==> src/hw/rtl/srle_pkg.sv <==
// ----------------------------------------------------------------------------
// srle_pkg: shared types and constants of the S-record line encoder
// Command codes, register indexes, sequencer states and the fixed record text.
// ----------------------------------------------------------------------------
`default_nettype none

package srle_pkg;

  typedef enum logic [1:0] {
    OP_HEADER = 2'd0,
    OP_START  = 2'd1,
    OP_DATA   = 2'd2,
    OP_TERM   = 2'd3
  } op_t;

  typedef enum logic [0:0] {
    REG_ADDRESS_BYTES = 1'b0,
    REG_ADDR_OFFSET   = 1'b1
  } reg_idx_t;

  typedef enum logic [2:0] {
    ST_IDLE,
    ST_STR,
    ST_ERR,
    ST_REC_S,
    ST_REC_TYPE,
    ST_REC_HEX,
    ST_REC_NL
  } state_t;

  typedef enum logic [1:0] {
    STR_HDR,
    STR_TERM2,
    STR_TERM3,
    STR_TERM4
  } str_t;

  localparam logic [7:0] CHAR_LF = 8'h0A;
  localparam logic [7:0] CHAR_S  = 8'h53;
  localparam logic [7:0] CHAR_1  = 8'h31;

  localparam int HDR_LEN   = 34;
  localparam int TERM2_LEN = 10;
  localparam int TERM3_LEN = 12;
  localparam int TERM4_LEN = 14;

  localparam logic [8*HDR_LEN-1:0]   HDR_TEXT   = "S00F000068656C6C6F202020202000003C";
  localparam logic [8*TERM2_LEN-1:0] TERM2_TEXT = "S9030000FC";
  localparam logic [8*TERM3_LEN-1:0] TERM3_TEXT = "S804000000FB";
  localparam logic [8*TERM4_LEN-1:0] TERM4_TEXT = "S70500000000FA";

  // Index of the newline, which follows the last text character.
  function automatic logic [5:0] str_len(input str_t s);
    case (s)
      STR_HDR:   return 6'(HDR_LEN);
      STR_TERM2: return 6'(TERM2_LEN);
      STR_TERM3: return 6'(TERM3_LEN);
      STR_TERM4: return 6'(TERM4_LEN);
      default:   return 6'(HDR_LEN);
    endcase
  endfunction

  function automatic logic [7:0] str_char(input str_t s, input logic [5:0] idx);
    logic [7:0] ch;
    ch = CHAR_LF;
    case (s)
      STR_HDR:   if (idx < 6'(HDR_LEN))
                   ch = HDR_TEXT[8*(HDR_LEN-1-int'(idx)) +: 8];
      STR_TERM2: if (idx < 6'(TERM2_LEN))
                   ch = TERM2_TEXT[8*(TERM2_LEN-1-int'(idx)) +: 8];
      STR_TERM3: if (idx < 6'(TERM3_LEN))
                   ch = TERM3_TEXT[8*(TERM3_LEN-1-int'(idx)) +: 8];
      STR_TERM4: if (idx < 6'(TERM4_LEN))
                   ch = TERM4_TEXT[8*(TERM4_LEN-1-int'(idx)) +: 8];
      default:   ch = CHAR_LF;
    endcase
    return ch;
  endfunction

  function automatic logic [7:0] hex_char(input logic [3:0] nib);
    if (nib < 4'd10) return 8'h30 + {4'd0, nib};
    else             return 8'h37 + {4'd0, nib};
  endfunction

endpackage

`default_nettype wire

==> src/hw/rtl/srecord_line_encoder_unit.sv <==
// ----------------------------------------------------------------------------
// srecord_line_encoder_unit: S-record (S19/S28/S37) line encoder
// Turns header, region, data and termination commands into ASCII record text.
// ----------------------------------------------------------------------------
//
//  Channel | Direction | tdata (low bit up)                 | tuser   | tlast
//  --------+-----------+------------------------------------+---------+---------------
//  in_     | slave     | region_address[31:0], data_byte    | opcode  | last_in_region
//  out_    | master    | out_char[7:0]                      | range_error | end_of_run
//  cfg_    | write     | index 0 address_bytes, 1 address offset (cfg_wdata) |  |
//
// One character leaves the block per cycle while out_tready is high. An item
// that yields no character is taken while the sequencer stays idle; for any
// other item the character sequencer walks through its characters before it
// takes the next item. The record bytes live in a buffer memory with one write
// and one read port, whose registered read is addressed from the next byte
// index so that it is ready for the hex digits that need it.
// Reset (rst_n low at a clock edge) clears the sequencer and region state; the
// buffer memory is not cleared, since only written entries are ever read.
// A stalled out_tready holds the character register and the sequencer; the
// next item is taken while the last character of the previous one still waits.
//
`default_nettype none

module srecord_line_encoder_unit #(
  parameter int RECORD_DATA_BYTES = 16
) (
  input  wire logic        clk,
  input  wire logic        rst_n,
  // Input item stream.
  input  wire logic        in_tvalid,
  output logic             in_tready,
  input  wire logic [39:0] in_tdata,   // region_address[31:0], data_byte[39:32]
  input  wire logic [1:0]  in_tuser,   // opcode[1:0]
  input  wire logic        in_tlast,   // last_in_region
  // Result stream, one character per transfer.
  output logic             out_tvalid,
  input  wire logic        out_tready,
  output logic [7:0]       out_tdata,  // out_char[7:0]
  output logic             out_tuser,  // range_error
  output logic             out_tlast,  // end_of_run
  // Configuration writes.
  input  wire logic        cfg_we,
  input  wire logic [0:0]  cfg_index,
  input  wire logic [31:0] cfg_wdata
);

  localparam int AW  = (RECORD_DATA_BYTES > 1) ? $clog2(RECORD_DATA_BYTES) : 1;
  localparam int FW  = $clog2(RECORD_DATA_BYTES + 1);
  localparam int BIW = $clog2(RECORD_DATA_BYTES + 6);

  // Configuration registers.
  logic [2:0]  address_bytes_r;
  logic [31:0] addr_offset_r;

  // Region state.
  logic [FW-1:0] fill_r, fill_nxt;
  logic [32:0]   rec_addr_r, rec_addr_nxt;
  logic          failed_r, failed_nxt;

  // Record buffer memory.
  logic [7:0]    chunk_mem [RECORD_DATA_BYTES];
  logic          mem_we;
  logic [AW-1:0] mem_waddr;
  logic [AW-1:0] mem_raddr;
  logic [7:0]    rd_data_r;

  // Sequencer.
  srle_pkg::state_t state_r, state_nxt;
  srle_pkg::str_t   str_sel_r, str_sel_nxt;
  logic [5:0]       str_idx_r, str_idx_nxt;
  logic [31:0]      em_addr_r, em_addr_nxt;
  logic [2:0]       em_w_r, em_w_nxt;
  logic [7:0]       em_len_r, em_len_nxt;
  logic [BIW-1:0]   em_last_idx_r, em_last_idx_nxt;
  logic [BIW-1:0]   byte_idx_r, byte_idx_nxt;
  logic             nib_r, nib_nxt;
  logic [7:0]       sum_r, sum_nxt;

  // Output register.
  logic       out_valid_r, out_valid_nxt;
  logic [7:0] out_char_r, out_char_nxt;
  logic       out_last_r, out_last_nxt;
  logic       out_err_r, out_err_nxt;

  // Combinational helpers.
  srle_pkg::op_t  op;
  logic           in_fire;
  logic           gen_ok;
  logic [2:0]     width;
  logic [FW-1:0]  fill_new;
  logic [33:0]    last_addr;
  logic           over_range;
  logic           emit_now;
  logic [BIW-1:0] w_ext;
  logic [BIW-1:0] data_base;
  logic [BIW-1:0] data_pos;
  logic [1:0]     addr_sel;
  logic [7:0]     cur_byte;

  assign op      = srle_pkg::op_t'(in_tuser);
  assign in_fire = in_tvalid && in_tready;
  assign gen_ok  = !out_valid_r || out_tready;

  assign in_tready  = (state_r == srle_pkg::ST_IDLE);
  assign out_tvalid = out_valid_r;
  assign out_tdata  = out_char_r;
  assign out_tuser  = out_err_r;
  assign out_tlast  = out_last_r;

  // Widths outside 2..4 clamp to the nearest legal width.
  always_comb begin
    if (address_bytes_r < 3'd2)      width = 3'd2;
    else if (address_bytes_r > 3'd4) width = 3'd4;
    else                             width = address_bytes_r;
  end

  // Data item: the byte goes into the buffer, and a full buffer or the last
  // byte of the region closes the record. The range check looks at the
  // record's last address against the top of the selected address space.
  always_comb begin
    fill_new  = (fill_r < FW'(RECORD_DATA_BYTES)) ? fill_r + FW'(1) : fill_r;
    last_addr = {1'b0, rec_addr_r} + 34'(fill_new) - 34'd1;
    case (width)
      3'd2:    over_range = |last_addr[33:16];
      3'd3:    over_range = |last_addr[33:24];
      default: over_range = |last_addr[33:32];
    endcase
    emit_now = (fill_new >= FW'(RECORD_DATA_BYTES)) || in_tlast;
  end

  assign mem_we    = in_fire && (op == srle_pkg::OP_DATA) && !failed_r &&
                     (fill_r < FW'(RECORD_DATA_BYTES));
  assign mem_waddr = fill_r[AW-1:0];

  // Byte list of a record: length, address bytes, data bytes, checksum.
  always_comb begin
    w_ext     = BIW'(em_w_r);
    data_base = w_ext + BIW'(1);
    addr_sel  = 2'(w_ext - byte_idx_r);
    if (byte_idx_r == '0)
      cur_byte = em_len_r;
    else if (byte_idx_r <= w_ext)
      cur_byte = em_addr_r[8*addr_sel +: 8];
    else if (byte_idx_r < em_last_idx_r)
      cur_byte = rd_data_r;
    else
      cur_byte = ~sum_r;
  end

  // The buffer is read at the data position of the next byte index, so the
  // registered read data always matches the current byte index.
  assign data_pos  = byte_idx_nxt - data_base;
  assign mem_raddr = data_pos[AW-1:0];

  always_ff @(posedge clk) begin
    if (mem_we) begin
      chunk_mem[mem_waddr] <= in_tdata[39:32];
    end
    rd_data_r <= chunk_mem[mem_raddr];
  end

  // Next state.
  always_comb begin
    state_nxt = state_r;
    case (state_r)
      srle_pkg::ST_IDLE: begin
        if (in_fire) begin
          case (op)
            srle_pkg::OP_HEADER: state_nxt = srle_pkg::ST_STR;
            srle_pkg::OP_TERM:   state_nxt = srle_pkg::ST_STR;
            srle_pkg::OP_DATA: begin
              if (!failed_r && emit_now) begin
                state_nxt = over_range ? srle_pkg::ST_ERR : srle_pkg::ST_REC_S;
              end
            end
            default: state_nxt = srle_pkg::ST_IDLE;
          endcase
        end
      end
      srle_pkg::ST_STR: begin
        if (gen_ok && (str_idx_r == srle_pkg::str_len(str_sel_r))) begin
          state_nxt = srle_pkg::ST_IDLE;
        end
      end
      srle_pkg::ST_ERR: begin
        if (gen_ok) state_nxt = srle_pkg::ST_IDLE;
      end
      srle_pkg::ST_REC_S: begin
        if (gen_ok) state_nxt = srle_pkg::ST_REC_TYPE;
      end
      srle_pkg::ST_REC_TYPE: begin
        if (gen_ok) state_nxt = srle_pkg::ST_REC_HEX;
      end
      srle_pkg::ST_REC_HEX: begin
        if (gen_ok && nib_r && (byte_idx_r == em_last_idx_r)) begin
          state_nxt = srle_pkg::ST_REC_NL;
        end
      end
      srle_pkg::ST_REC_NL: begin
        if (gen_ok) state_nxt = srle_pkg::ST_IDLE;
      end
      default: state_nxt = srle_pkg::ST_IDLE;
    endcase
  end

  // Datapath and output register.
  always_comb begin
    fill_nxt        = fill_r;
    rec_addr_nxt    = rec_addr_r;
    failed_nxt      = failed_r;
    str_sel_nxt     = str_sel_r;
    str_idx_nxt     = str_idx_r;
    em_addr_nxt     = em_addr_r;
    em_w_nxt        = em_w_r;
    em_len_nxt      = em_len_r;
    em_last_idx_nxt = em_last_idx_r;
    byte_idx_nxt    = byte_idx_r;
    nib_nxt         = nib_r;
    sum_nxt         = sum_r;
    out_valid_nxt   = out_valid_r && !out_tready;
    out_char_nxt    = out_char_r;
    out_last_nxt    = out_last_r;
    out_err_nxt     = out_err_r;

    case (state_r)
      srle_pkg::ST_IDLE: begin
        if (in_fire) begin
          case (op)
            srle_pkg::OP_HEADER: begin
              str_sel_nxt = srle_pkg::STR_HDR;
              str_idx_nxt = '0;
            end
            srle_pkg::OP_START: begin
              fill_nxt     = '0;
              failed_nxt   = 1'b0;
              rec_addr_nxt = {1'b0, in_tdata[31:0]} + {1'b0, addr_offset_r};
            end
            srle_pkg::OP_DATA: begin
              if (!failed_r) begin
                fill_nxt = fill_new;
                if (emit_now) begin
                  fill_nxt = '0;
                  if (over_range) begin
                    failed_nxt = 1'b1;
                  end else begin
                    rec_addr_nxt = rec_addr_r + 33'(fill_new);
                  end
                  em_addr_nxt     = rec_addr_r[31:0];
                  em_w_nxt        = width;
                  em_len_nxt      = 8'(width) + 8'(fill_new) + 8'd1;
                  em_last_idx_nxt = BIW'(fill_new) + BIW'(width) + BIW'(1);
                  byte_idx_nxt    = '0;
                  nib_nxt         = 1'b0;
                  sum_nxt         = '0;
                end
              end
            end
            default: begin
              fill_nxt    = '0;
              str_idx_nxt = '0;
              case (width)
                3'd2:    str_sel_nxt = srle_pkg::STR_TERM2;
                3'd3:    str_sel_nxt = srle_pkg::STR_TERM3;
                default: str_sel_nxt = srle_pkg::STR_TERM4;
              endcase
            end
          endcase
        end
      end
      srle_pkg::ST_STR: begin
        if (gen_ok) begin
          out_valid_nxt = 1'b1;
          out_char_nxt  = srle_pkg::str_char(str_sel_r, str_idx_r);
          out_last_nxt  = (str_idx_r == srle_pkg::str_len(str_sel_r));
          out_err_nxt   = 1'b0;
          str_idx_nxt   = str_idx_r + 6'd1;
        end
      end
      srle_pkg::ST_ERR: begin
        if (gen_ok) begin
          out_valid_nxt = 1'b1;
          out_char_nxt  = 8'h00;
          out_last_nxt  = 1'b1;
          out_err_nxt   = 1'b1;
        end
      end
      srle_pkg::ST_REC_S: begin
        if (gen_ok) begin
          out_valid_nxt = 1'b1;
          out_char_nxt  = srle_pkg::CHAR_S;
          out_last_nxt  = 1'b0;
          out_err_nxt   = 1'b0;
        end
      end
      srle_pkg::ST_REC_TYPE: begin
        if (gen_ok) begin
          out_valid_nxt = 1'b1;
          out_char_nxt  = srle_pkg::CHAR_1 + 8'(em_w_r) - 8'd2;
          out_last_nxt  = 1'b0;
          out_err_nxt   = 1'b0;
        end
      end
      srle_pkg::ST_REC_HEX: begin
        if (gen_ok) begin
          out_valid_nxt = 1'b1;
          out_char_nxt  = srle_pkg::hex_char(nib_r ? cur_byte[3:0] : cur_byte[7:4]);
          out_last_nxt  = 1'b0;
          out_err_nxt   = 1'b0;
          nib_nxt       = !nib_r;
          if (nib_r) begin
            sum_nxt = sum_r + cur_byte;
            if (byte_idx_r != em_last_idx_r) byte_idx_nxt = byte_idx_r + BIW'(1);
          end
        end
      end
      srle_pkg::ST_REC_NL: begin
        if (gen_ok) begin
          out_valid_nxt = 1'b1;
          out_char_nxt  = srle_pkg::CHAR_LF;
          out_last_nxt  = 1'b1;
          out_err_nxt   = 1'b0;
        end
      end
      default: begin
        out_valid_nxt = 1'b0;
      end
    endcase
  end

  always_ff @(posedge clk) begin
    if (!rst_n) begin
      address_bytes_r <= 3'd2;
      addr_offset_r   <= '0;
    end else if (cfg_we) begin
      case (srle_pkg::reg_idx_t'(cfg_index))
        srle_pkg::REG_ADDRESS_BYTES: address_bytes_r <= cfg_wdata[2:0];
        srle_pkg::REG_ADDR_OFFSET:   addr_offset_r   <= cfg_wdata;
        default:                     addr_offset_r   <= addr_offset_r;
      endcase
    end
  end

  always_ff @(posedge clk) begin
    if (!rst_n) begin
      state_r     <= srle_pkg::ST_IDLE;
      fill_r      <= '0;
      rec_addr_r  <= '0;
      failed_r    <= 1'b0;
      out_valid_r <= 1'b0;
    end else begin
      state_r     <= state_nxt;
      fill_r      <= fill_nxt;
      rec_addr_r  <= rec_addr_nxt;
      failed_r    <= failed_nxt;
      out_valid_r <= out_valid_nxt;
    end
  end

  always_ff @(posedge clk) begin
    str_sel_r     <= str_sel_nxt;
    str_idx_r     <= str_idx_nxt;
    em_addr_r     <= em_addr_nxt;
    em_w_r        <= em_w_nxt;
    em_len_r      <= em_len_nxt;
    em_last_idx_r <= em_last_idx_nxt;
    byte_idx_r    <= byte_idx_nxt;
    nib_r         <= nib_nxt;
    sum_r         <= sum_nxt;
    out_char_r    <= out_char_nxt;
    out_last_r    <= out_last_nxt;
    out_err_r     <= out_err_nxt;
  end

  // An error result is a lone zero character that closes its run.
  a_error_form: assert property (@(posedge clk) disable iff (!rst_n)
    (out_valid_r && out_err_r) |-> (out_last_r && (out_char_r == 8'h00)))
    else $error("error result is not a lone zero character");

  // Between items the buffer never holds a complete record.
  a_fill_bound: assert property (@(posedge clk) disable iff (!rst_n)
    (state_r == srle_pkg::ST_IDLE) |-> (fill_r < FW'(RECORD_DATA_BYTES)))
    else $error("buffer fill reached a full record while idle");

  // The hex sequencer never walks past the checksum byte.
  a_byte_bound: assert property (@(posedge clk) disable iff (!rst_n)
    (state_r == srle_pkg::ST_REC_HEX) |-> (byte_idx_r <= em_last_idx_r))
    else $error("record byte index ran past the checksum");

  // A new record starts only after a data item closed it.
  a_rec_start: assert property (@(posedge clk) disable iff (!rst_n)
    (state_r == srle_pkg::ST_IDLE && state_nxt == srle_pkg::ST_REC_S) |->
      (in_fire && op == srle_pkg::OP_DATA && !failed_r))
    else $error("record started without a closing data item");

endmodule

`default_nettype wire

==> config.mk <==
export PLATFORM = sky130hd
export DESIGN_NAME = srecord_line_encoder_unit
export DESIGN_NICKNAME = d
export VERILOG_FILES = /design/src/hw/rtl/srle_pkg.sv /design/src/hw/rtl/srecord_line_encoder_unit.sv
export SDC_FILE = /design/constraint.sdc
export NUM_CORES = 1
export LEC_CHECK = 0
export BUFFER_PORTS_ARGS = -buffer_cell sky130_fd_sc_hd__buf_2
export CAP_MARGIN = 20
export CELL_PAD_IN_SITES_DETAIL_PLACEMENT = 0
export CELL_PAD_IN_SITES_GLOBAL_PLACEMENT = 2
export CORE_MARGIN = 8
export CORE_UTILIZATION = 37
export CTS_CLUSTER_SIZE = 30
export DETAILED_ROUTE_END_ITERATION = 8
export HOLD_SLACK_MARGIN = 0.03
export PLACE_DENSITY_LB_ADDON = 0.1
export SETUP_SLACK_MARGIN = 0.5
export SYNTH_ARGS = -nofsm -noshare
export SYNTH_HDL_FRONTEND = slang
export SYNTH_SLANG_ARGS = --single-unit
==> constraint.sdc <==
create_clock -name clk -period 5.4 [get_ports clk]
set_input_delay 1.08 -clock clk [delete_from_list [all_inputs] [get_ports clk]]
set_output_delay 1.08 -clock clk [all_outputs]
set_load 0.01 [all_outputs]
==> metrics.md <==
| Metric | Value |
|---|---|
| Die Footprint | 55500 um2 |
| Critical path peak fanout | 12 |
| Die X | 235 um |
| VDD IR max | 0.000238 V |
| Setup TNS | 0 ns |
| Cell Int Power | 4380 uW |
| Post-synth ARST share | 0% |
| Worst setup SP type | flop |
| Ys flop type | edfxtp_1 |
| Synth top cells by count | edfxtp_1, nand2_1, a21oi_1 |
| Worst hold path cell count | 2 |
| CTS Root Cell | clkbuf_16 |
| Sw Pwr | 1900 uW |
| Synthesized area | 17800 um2 |
| Routed vias | approximately 14000 |
| Avg Inst Size Synth | 10.0 um2 |
| Num CTS Buffers | 36 |
| CTS tree | yes |
| Hold EP | addr_offset_r[11] |
| Worst skew pair latency | 0.56 ns |
| Num rows | 80 |
| Final Hold Fails | 0 |
| R2R Path Start | fill_r[0] |
| Tmin final | 4.73 ns |
| Crit share post-route | 87.6% |
| Initial DRC count | 929 |
| Antenna Cells | 0 |
| Worst EP required | 5.88 ns |
| Status | finished, final reports clean |
| Min-Delay Startpoint | addr_offset_r[11] |
| Clock-pin slew on the worst setup and hold paths | roughly 0.06 ns |
| First-pass GRT wire length | 83400 um |
| Worst Reg-to-Reg Cells | 19 |
| Total power | between 6000 and 7000 uW |
| RR Endpoint | rec_addr_r[15] |
| Crit path launch | fill_r[0] |
| Layout cells sized above 1 | 15.0% |
| Initial antenna violation count | 0 |
| Global route total overflow | 0 |
| Combinational share of power | 22.9% |
| Peak Freq | 211 MHz |
| Synthesized instance count | 1778 |
| Top post-synthesis cells by area | edfxtp_1, dfxtp_1, ha_1 |
| Yosys cell types | 92 |
| Area leader, netlist | edfxtp_1 |
| Hold buffers post-CTS | 0 |
| R2R Setup Slk | between 0.6 and 0.7 ns |
| Sw Share | 30.3% |
| Multi-input gate area | 9510 um2 |
| Via density | 5.58 |
| First drt pass iteration count | 5 |
| Seq pwr share | 39.5% |
| Largest net degree at the start of global routing | 50 |
| Synth Register Bits | 286 |
| Fillers | ~4600 |
| Warnings from Yosys | 0 |
| Initial core utilization | 37.4% |
| Fin. max-slew vios | 0 |
| Sequential Area | 7690 um2 |
| Layout area overhead | 14.8% |
| Core area | 47600 um2 |
| Post-DP HPWL | between 40000 and 50000 um |
| Post-synth net total | 2005 |
| # IOs | 93 |
| Worst Tran Pin Value | 1.06 ns |
| Standby leakage power | roughly 0.008 uW |
| Vias in the first global route | 14000 |
| CP endpoint kind | flop |
| WS Path Type | flop to flop |
| Antenna Nets Post-Route | 0 |
| RSZ-0062 raised after global routing | true |
| Final WL | between 50000 and 60000 um |
| Residual DRC | 0 |
| Power Density | 307 nW/um2 |
| Clk sink count | 286 |
| Arrival time worst endpoint | between 5 and 6 ns |
| H-Tree Depth | 2 |
| CTS max path bufs | 3 |
| Final setup violation count | 0 |
| Most frequent cell after synthesis | edfxtp_1 |
| Share of power burned in the clock network | 37.6% |
| Area fraction of the dominant cell type after synthesis | around a third |
| EDFF count, synth | 196 |
| Slew Limit Headroom | slightly below 30% |
| Register area share after synthesis | 43.1% |
| GRT Resource Usage Total | 19.0% |
| Maximum capacitance violations | 0 |
| Routed wire per std cell | between 20 and 25 um |
| Die span in y | 235 um |
| Final net count | about 2100 |
| Gp weighted congestion | 0.847 |
| Clk_skew | 0.0219 ns |
| Port bufs | 91 |
| HP Class | flop to flop |
## layout make-up
cell class	instances	share of cell area [%]
Timing Repair Buffer	142	4.39
Clock buffer	54	5.03
Multi-Input combinational cell	1306	46.5
Inverter	106	1.96
Tap cell	615	3.76
Sequential cell	286	37.6
Clock inverter	12	0.764
## registers in the layout (all words and copies together) (netlist names)
signal           flops
byte_idx_r           5
sum_r                8
fill_r               5
em_addr_r           32
str_idx_r            6
rec_addr_r          33
state_r              3
rd_data_r            8
out_tlast            1
address_bytes_r      3
out_tuser            1
addr_offset_r       32
nib_r                1
out_tdata            7
failed_r             1
chunk_mem          128
out_tvalid           1
em_w_r               3
em_len_r             2
em_last_idx_r        4
str_sel_r            2
## metal layers
metal,GRT usage [%],vias up,wire length (um)
li1,-,6866,-
met1,24.0,6858,24300
met2,33.7,273,27000
met3,2.76,67,1950
met4,4.95,0,1200
met5,0,-,0
## how the worst max path moves through the flow
stage                                end  slack, ns  depth (start not counted)
after floorplan             rd_data_r[5]       0.51                         15
after global placement    rec_addr_r[29]       0.25                         18
after detailed placement  rec_addr_r[29]       0.13                         18
after CTS                 rec_addr_r[29]       0.48                         18
after global routing      rec_addr_r[29]       0.48                         18
final                     rec_addr_r[15]       0.67                         19
## power by group through the flow
stage / Clock [uW] / Sequential [uW] / Combinational, uW
2_1_floorplan: 0 / 2500 / 989
3_3_place_gp: 0 / 2530 / 1390
3_5_place_dp: 0 / 2530 / 1390
4_1_cts: 2420 / 2490 / 1410
5_1_grt: 2510 / 2490 / 1590
6_report: 2370 / 2480 / 1440
## per-stage QoR
stage / cells / hold slack (ns) / setup slack, ns / cell area, um2 / util, %
2_1_floorplan: 1778 / 0.434 / 0.514 / 17800 / -
3_3_place_gp: 2448 / 0.449 / 0.252 / 19100 / 40.0
3_5_place_dp: 2449 / 0.451 / 0.128 / 19100 / 40.1
4_1_cts: 2517 / 0.459 / 0.478 / 20300 / 42.7
5_1_grt: 2521 / 0.479 / 0.483 / 20500 / 42.9
6_report: 2521 / 0.457 / 0.671 / 20500 / 42.9
## cell usage in the layout, fill, tap and decap left out, types with 16 or more instances in the layout
cell / instances
a211oi_1: 25
a21o_1: 24
a21oi_1: 150
a31oi_1: 16
and3_1: 20
buf_2: 91
buf_4: 47
clkbuf_16: 36
dfxtp_1: 86
edfxtp_1: 196
ha_1: 139
inv_1: 104
mux2i_1: 20
mux4_2: 40
nand2_1: 179
nand3_1: 38
nand4_1: 24
nor2_1: 124
nor2b_1: 21
nor3_1: 50
o211ai_1: 22
o21ai_0: 83
o31ai_1: 20
xnor2_1: 43
xor2_1: 25
## worst max-delay path, cell delays in order, from the launching register on
cell	delay (ns)
dfxtp_4	0.36
ha_1	0.22
nor2b_2	0.17
xnor2_2	0.16
ha_1	0.32
inv_1	0.05
ha_1	0.28
or3b_1	0.36
a22oi_2	0.28
buf_4	0.18
a41oi_4	0.15
a21boi_0	0.28
o21ai_1	0.12
a2111oi_2	0.36
a31oi_2	0.17
or2_4	0.30
o31a_1	0.32
buf_4	0.21
a211o_1	0.30
nand2_1	0.06
## cell families (layout without fill, tap and decap cells)
group,Yosys count,count (layout),synth area share [%]
simple gates,533,533,14.2
flops,286,286,43.1
other cells,1,1,0.0210
xor+xnor,70,70,3.44
compound gates,496,496,18.6
mux,60,60,6.18
fa+ha+maj,146,146,10.5
buf+inv,186,314,4.06
## timing repair
action                                  4_1_cts  5_1_grt
endpoints found under the setup margin       32       34
buffers inserted                              2        3
pin swaps                                     5        7
resized for setup                             5       17
Note: power is estimated with default switching activity, not from simulation.
